$ cat src/hw/rtl/ssd_pkg.sv
// Shared types, sizes and the distance function for the stable distance sort.
package ssd_pkg;

  localparam int MAX_ITEMS = 64;
  localparam int ADDR_W    = $clog2(MAX_ITEMS);
  localparam int CNT_W     = $clog2(MAX_ITEMS + 1);
  localparam int DATA_W    = 32;
  localparam int DIST_W    = DATA_W + 1;

  typedef enum logic [2:0] {
    ST_IDLE,
    ST_SCAN,
    ST_PLACE,
    ST_EMIT,
    ST_LOAD
  } state_t;

  typedef struct packed {
    logic              we;
    logic [ADDR_W-1:0] waddr;
    logic [DATA_W-1:0] wdata;
    logic [ADDR_W-1:0] raddr;
  } mem_req_t;

  function automatic logic [DIST_W-1:0] key_distance(input logic signed [DATA_W-1:0] k,
                                                     input logic signed [DATA_W-1:0] v);
    logic [DIST_W-1:0] kx;
    logic [DIST_W-1:0] vx;
    kx = {k[DATA_W-1], k};
    vx = {v[DATA_W-1], v};
    if (k >= v) begin
      key_distance = kx - vx;
    end else begin
      key_distance = vx - kx;
    end
  endfunction

endpackage

$ cat src/hw/rtl/ssd_ram.sv
// Generic single-write, single-read synchronous RAM with registered read data.
module ssd_ram #(
  parameter int DEPTH = 64,
  parameter int WIDTH = 32
) (
  input  logic                     clk,
  input  logic                     we,
  input  logic [$clog2(DEPTH)-1:0] waddr,
  input  logic [WIDTH-1:0]         wdata,
  input  logic [$clog2(DEPTH)-1:0] raddr,
  output logic [WIDTH-1:0]         rdata
);

  logic [WIDTH-1:0] mem [DEPTH];

  always_ff @(posedge clk) begin
    if (we) begin
      mem[waddr] <= wdata;
    end
    rdata <= mem[raddr];
  end

endmodule

$ cat src/hw/rtl/ssd_ctrl.sv
// Insertion and emission sequencer with the output register.
module ssd_ctrl import ssd_pkg::*; (
  input  logic                     clk,
  input  logic                     rst,
  input  logic signed [DATA_W-1:0] key_value,
  input  logic signed [DATA_W-1:0] value,
  input  logic                     last,
  input  logic                     in_valid,
  output logic                     in_ready,
  output logic signed [DATA_W-1:0] value_res,
  output logic                     last_res,
  output logic                     overflow,
  output logic                     out_valid,
  input  logic                     out_ready,
  output mem_req_t                 mem_req,
  input  logic [DATA_W-1:0]        mem_rdata
);

  state_t            state, state_next;
  logic [CNT_W-1:0]  count, count_next;
  logic              dropped, dropped_next;
  logic [CNT_W-1:0]  pos, pos_next;
  logic [CNT_W-1:0]  idx, idx_next;
  logic [DATA_W-1:0] val, val_next;
  logic              last_item, last_item_next;
  logic [DIST_W-1:0] dn, dn_next;
  logic              out_valid_next;
  logic [DATA_W-1:0] value_res_next;
  logic              last_res_next;
  logic              overflow_next;
  logic [CNT_W-1:0]  pos_m1;
  logic [CNT_W-1:0]  pos_m2;
  logic              accept;

  assign in_ready = (state == ST_IDLE);
  assign accept   = in_valid && in_ready;
  assign pos_m1   = pos - CNT_W'(1);
  assign pos_m2   = pos - CNT_W'(2);

  always_comb begin
    state_next     = state;
    count_next     = count;
    dropped_next   = dropped;
    pos_next       = pos;
    idx_next       = idx;
    val_next       = val;
    last_item_next = last_item;
    dn_next        = dn;
    value_res_next = value_res;
    last_res_next  = last_res;
    overflow_next  = overflow;
    out_valid_next = out_valid && !out_ready;
    mem_req        = '0;
    unique case (state)
      ST_IDLE: begin
        if (accept) begin
          val_next       = value;
          last_item_next = last;
          dn_next        = key_distance(key_value, value);
          pos_next       = count;
          idx_next       = '0;
          if (count == CNT_W'(MAX_ITEMS)) begin
            dropped_next = 1'b1;
            if (last) begin
              state_next = ST_EMIT;
            end
          end else if (count == '0) begin
            mem_req.we    = 1'b1;
            mem_req.waddr = '0;
            mem_req.wdata = value;
            count_next    = count + CNT_W'(1);
            if (last) begin
              state_next = ST_EMIT;
            end
          end else begin
            mem_req.raddr = ADDR_W'(count - CNT_W'(1));
            state_next    = ST_SCAN;
          end
        end
      end
      ST_SCAN: begin
        mem_req.we    = 1'b1;
        mem_req.waddr = pos[ADDR_W-1:0];
        if (key_distance(key_value, mem_rdata) > dn) begin
          mem_req.wdata = mem_rdata;
          pos_next      = pos_m1;
          if (pos_m1 == '0) begin
            state_next = ST_PLACE;
          end else begin
            mem_req.raddr = pos_m2[ADDR_W-1:0];
          end
        end else begin
          mem_req.wdata = val;
          count_next    = count + CNT_W'(1);
          state_next    = last_item ? ST_EMIT : ST_IDLE;
        end
      end
      ST_PLACE: begin
        mem_req.we    = 1'b1;
        mem_req.waddr = pos[ADDR_W-1:0];
        mem_req.wdata = val;
        count_next    = count + CNT_W'(1);
        state_next    = last_item ? ST_EMIT : ST_IDLE;
      end
      ST_EMIT: begin
        if (count == '0) begin
          dropped_next = 1'b0;
          state_next   = ST_IDLE;
        end else if (!out_valid || out_ready) begin
          mem_req.raddr = idx[ADDR_W-1:0];
          state_next    = ST_LOAD;
        end
      end
      ST_LOAD: begin
        out_valid_next = 1'b1;
        value_res_next = mem_rdata;
        overflow_next  = dropped;
        idx_next       = idx + CNT_W'(1);
        if (idx + CNT_W'(1) == count) begin
          last_res_next = 1'b1;
          count_next    = '0;
          dropped_next  = 1'b0;
          state_next    = ST_IDLE;
        end else begin
          last_res_next = 1'b0;
          state_next    = ST_EMIT;
        end
      end
      default: begin
        state_next = ST_IDLE;
      end
    endcase
  end

  always_ff @(posedge clk) begin
    if (rst) begin
      state     <= ST_IDLE;
      count     <= '0;
      dropped   <= 1'b0;
      out_valid <= 1'b0;
    end else begin
      state     <= state_next;
      count     <= count_next;
      dropped   <= dropped_next;
      out_valid <= out_valid_next;
    end
    pos       <= pos_next;
    idx       <= idx_next;
    val       <= val_next;
    last_item <= last_item_next;
    dn        <= dn_next;
    value_res <= value_res_next;
    last_res  <= last_res_next;
    overflow  <= overflow_next;
  end

endmodule

$ cat src/hw/rtl/stable_sort_by_distance.sv
// Top level: collects a set of values and emits them stably sorted by distance to key.
// An item is written directly into an empty store; otherwise the last entry is read and
// each stored entry at greater distance moves up one slot before the item is placed.
// Each emitted result needs one RAM read and then one output register load.
// Reset clears the key, the element count, the dropped flag and the output valid;
// the element RAM is not cleared, since only entries below the count are ever read.
module stable_sort_by_distance import ssd_pkg::*; (
  input  logic                     clk,
  input  logic                     rst,
  input  logic                     key_we,
  input  logic signed [DATA_W-1:0] key,
  input  logic signed [DATA_W-1:0] value,
  input  logic                     last,
  input  logic                     in_valid,
  output logic                     in_ready,
  output logic signed [DATA_W-1:0] value_res,
  output logic                     last_res,
  output logic                     overflow,
  output logic                     out_valid,
  input  logic                     out_ready
);

  logic signed [DATA_W-1:0] key_value;
  mem_req_t                 mem_req;
  logic [DATA_W-1:0]        mem_rdata;

  always_ff @(posedge clk) begin
    if (rst) begin
      key_value <= '0;
    end else if (key_we) begin
      key_value <= key;
    end
  end

  ssd_ram #(
    .DEPTH(MAX_ITEMS),
    .WIDTH(DATA_W)
  ) u_ram (
    .clk  (clk),
    .we   (mem_req.we),
    .waddr(mem_req.waddr),
    .wdata(mem_req.wdata),
    .raddr(mem_req.raddr),
    .rdata(mem_rdata)
  );

  ssd_ctrl u_ctrl (
    .clk      (clk),
    .rst      (rst),
    .key_value(key_value),
    .value    (value),
    .last     (last),
    .in_valid (in_valid),
    .in_ready (in_ready),
    .value_res(value_res),
    .last_res (last_res),
    .overflow (overflow),
    .out_valid(out_valid),
    .out_ready(out_ready),
    .mem_req  (mem_req),
    .mem_rdata(mem_rdata)
  );

endmodule
$ cat config.mk
export PLATFORM = sky130hd
export DESIGN_NAME = stable_sort_by_distance
export DESIGN_NICKNAME = d
export VERILOG_FILES = /design/src/hw/rtl/ssd_pkg.sv /design/src/hw/rtl/ssd_ram.sv /design/src/hw/rtl/ssd_ctrl.sv /design/src/hw/rtl/stable_sort_by_distance.sv
export SDC_FILE = /design/constraint.sdc
export NUM_CORES = 2
export LEC_CHECK = 0
export BUFFER_PORTS_ARGS = -buffer_cell sky130_fd_sc_hd__clkbuf_2
export CAP_MARGIN = 20
export CORE_ASPECT_RATIO = 1.25
export CORE_MARGIN = 5
export CORE_UTILIZATION = 50
export DETAILED_ROUTE_END_ITERATION = 6
export GPL_ROUTABILITY_DRIVEN = 1
export PLACE_DENSITY_LB_ADDON = 0.2
export SETUP_SLACK_MARGIN = 0.3
export SLEW_MARGIN = 15
export SYNTH_ARGS = -nofsm -noshare
export SYNTH_HDL_FRONTEND = slang
export SYNTH_SLANG_ARGS = --single-unit
$ cat constraint.sdc
create_clock -name clk -period 9.6 [get_ports clk]
set_input_delay 0.96 -clock clk [delete_from_list [all_inputs] [get_ports clk]]
set_output_delay 0.96 -clock clk [all_outputs]
set_load 0.03 [all_outputs]
==> metrics.cfg <==
[run_status]
status = finished, violations left
violations = antenna rules, DRC

[critical_path]
cp.arrival_ns = 9.76
crit_type = reg2reg
cp_slowest_cell = dfxtp_1
reg2reg_slack_ns = 0.47
slowest_delay_ns = 0.78
r2r_cells = 26
rr_endpoint = u_ram.rdata[22]
cp_max_fo = 30
rr_startpoint = u_ram.rdata[15]
endpoint_kind = register
required_ns = 10.23
startpoint_type = register

[die]
row_count = 177
fp.coreArea_mm2 = 0.186
die-area_mm2 = 0.196
start_util = 0.503
chipWidth_um = 397
dieHeight_um = 494
io_pins = 106

[detailed_routing]
via_per_inst = 6.25
drt_first_pass_iters = 7
vias = 59600
ant_nets = 2
drc_errors = 1
drt_iter0_markers = 6791
wl_um = 296000
wl_per_cell_um = 31.1

[power]
worst_ir_drop_vdd_mv = 0.248
leakagePower_nw = 39.2
p_per_area_mw_per_mm2 = 364

[clock_tree]
clock-sinks = 2238
cts_made_buffers = 208
clk_pin_slew_ns = 0.07
insertion_delay_ns = 0.87
cts_root_buf = clkbuf_16
cts_tree = built
clk_path_buf_depth = 3
cts_htree_levels = 4
cts_hold_buf = 0

[global_routing]
grt_start_max_net_pins = 102
antenna_found_initial = 33
grt-ovfl-total = 0
grt_pass1_wl_um = 417000
grt_use_total = 0.297
grt_pass1_vias = 57700

[worst_hold_path]
hold_class = in2reg
worstHoldStart = key[2]
hold_depth = 3
min_to = key_value[2]

[yosys]
synthCells = 6625
synth.distinct_cells = 78
synth_edf_count = 2162
synthesis.area_mm2 = 0.0935
ys.flop_type = edfxtp_1
ys_async_sr_fraction = 0
seq_area_frac_synth = 0.710
ys_ff_latch = 2238
ys_warn_count = 0
synth_fp_nets = 6868
syn_avg_cell_area_um2 = 14.1

[finish]
final_area_mm2 = 0.107
area_delta_synth_final_pct = 14.2
final_nets = 7157
final_cells = 9542
post-route-util = 0.574
drive_above_1_share = 0.132
fillers = 14500

[sta]
max_slew.worst_pin.slew_ns = 1.36
hold_viol = 0
skew_ns = 0.0392
finalCritPeriodShare = 0.951
max_freq_ghz = 0.110
setup_viol = 0
fin_hold_ws_ns = 0.329
slew-limit-headroom = 0.0918
min_period_ns = 9.13
rsz0062_at_grt = false
final-max-slew-violation-count = 0
fin_ws_ns = 0.473

[placement]
post-place-ws_ns = -0.0917
routabilityCongestion = 0.972
io_buffers = 105
dp.final_hpwl_um = 185000
place_area_mm2 = 0.0998
place_inst = 9117

[flow_run]
maxCapViolCount = 0

sequential cells by signal (all words and copies together), names as in the netlist:
register          count
u_ctrl.last_item      1
u_ctrl.count          7
u_ctrl.val           32
key_value            32
u_ctrl.state          3
u_ctrl.dn            33
u_ctrl.out_valid      1
u_ctrl.dropped        1
u_ctrl.value_res     32
u_ctrl.last_res       1
u_ctrl.pos            7
u_ram.mem          2048
u_ctrl.overflow       1
u_ram.rdata          32
u_ctrl.idx            7
cells in the mapped netlist, types with 11 or more instances:
library cell | instances | area, µm²
a22oi_1 | 121 | 908
mux2i_1 | 599 | 6000
xnor2_1 | 53 | 464
inv_1 | 198 | 743
nand2_1 | 858 | 3220
o31a_1 | 27 | 236
a31oi_1 | 20 | 125
o22ai_1 | 243 | 1520
clkbuf_1 | 232 | 871
a21boi_0 | 11 | 82.6
nand3_1 | 45 | 225
a21o_1 | 79 | 593
or2_2 | 11 | 68.8
buf_1 | 50 | 188
a211o_1 | 15 | 131
o21ai_0 | 95 | 475
a21oi_1 | 705 | 3530
nor4_1 | 30 | 188
nand2b_1 | 16 | 100
o31ai_1 | 11 | 82.6
o22a_1 | 23 | 201
dfxtp_1 | 76 | 1520
edfxtp_1 | 2162 | 64900
o211ai_1 | 11 | 82.6
o41ai_1 | 14 | 123
ha_1 | 169 | 2110
and3_1 | 19 | 119
buf_2 | 102 | 510
mux2_2 | 19 | 214
xor2_1 | 34 | 298
nor2b_1 | 22 | 138
or4_1 | 61 | 458
nand4_1 | 33 | 206
a222oi_1 | 32 | 320
and2_1 | 11 | 68.8
nor3_1 | 31 | 155
nor2_1 | 195 | 732
a211oi_1 | 64 | 480
o21bai_1 | 16 | 120
kinds of logic (layout without fill, tap and decap cells):
logic type / Yosys count / after routing / share of synthesized area
AND/OR/NAND/NOR: 1361 / 1361 / 0.0632
AO/OA/AOI/OAI: 1557 / 1557 / 0.103
buffers and inverters: 591 / 1060 / 0.0254
flip-flops: 2238 / 2238 / 0.710
adder cells (fa/ha/maj): 173 / 173 / 0.0235
multiplexers: 618 / 618 / 0.0664
other: 0 / 32 / 0
XOR/XNOR: 87 / 87 / 0.00815
metrics by stage:
step                      TNS, ns  power [mW]
final                           0        38.8
after global routing            0        40.1
after CTS                       0        38.7
after detailed placement  -0.0917        30.4
after global placement     -0.501        30.2
after floorplan                 0        22.4
how the worst max path moves through the flow:
stage	start	endpoint	depth (start not counted)
CTS	key_value[1]	u_ram.rdata[11]	29
detailed placement	key_value[1]	u_ram.rdata[11]	28
global route	key_value[3]	u_ram.rdata[22]	30
global placement	key_value[1]	u_ram.rdata[11]	28
finish	u_ram.rdata[15]	u_ram.rdata[22]	26
floorplan	key_value[3]	u_ram.rdata[10]	30
power breakdown:
| group | switching (mW) | internal, mW | leakage, nW |
|---|---|---|---|
| Clock | 3.62 | 4.74 | 3.33 |
| Combinational | 11.6 | 5.02 | 15.3 |
| Sequential | 0.389 | 13.5 | 20.5 |
final cells by class:
| cell class | instances | area, µm² | share of cell area |
|---|---|---|---|
| diodes | 32 | 80.1 | 0.000750 |
| clock buffers | 274 | 5610 | 0.0525 |
| multi-input cells | 3796 | 25400 | 0.238 |
| flip-flops and latches | 2238 | 66400 | 0.622 |
| inverters | 199 | 747 | 0.00700 |
| repair buffers | 471 | 4200 | 0.0394 |
| clock inverters | 116 | 1250 | 0.0118 |
| well taps | 2416 | 3020 | 0.0283 |
worst max-delay path, delay by kind of cell (launching register included):
kind,cells,cell delay (ns)
muxes,2,0.56
buffers and inverters,4,1.00
xor gates and xnor gates,1,0.15
and+or+nand+nor,4,1.38
adders and majority gates,2,0.76
AOI/OAI and AO/OA,13,4.13
DFF,1,0.78
routing by layer:
metal | GRT usage | vias to the layer above | wire length, µm
met2 | 0.503 | 2864 | 146000
met5 | 0 | - | 115
met4 | 0.163 | 20 | 18500
met3 | 0.0479 | 613 | 23400
li1 | - | 25900 | -
met1 | 0.366 | 30200 | 108000
layout by cell type, fill, tap and decap left out, types with 54 or more instances in the layout:
master	count
nor2_4	65
a22oi_1	121
nand2_1	856
inv_1	165
clkbuf_1	54
nor2_1	127
ha_1	169
mux2i_1	599
edfxtp_1	2162
or4_1	61
a21oi_1	700
buf_4	290
a211oi_1	64
a21o_1	79
buf_12	72
o22ai_1	243
clkbuf_2	105
clkbuf_16	211
dfxtp_1	76
o21ai_0	94
repair_timing:
item | CTS | global route
setup endpoints to repair | 6 | 7
gates resized for setup | 2 | 6
pin swaps | 1 | 0
setup buffers | 1 | 0
endpoints found under the hold margin | 0 | 0
(Power assumes the default switching activity.)
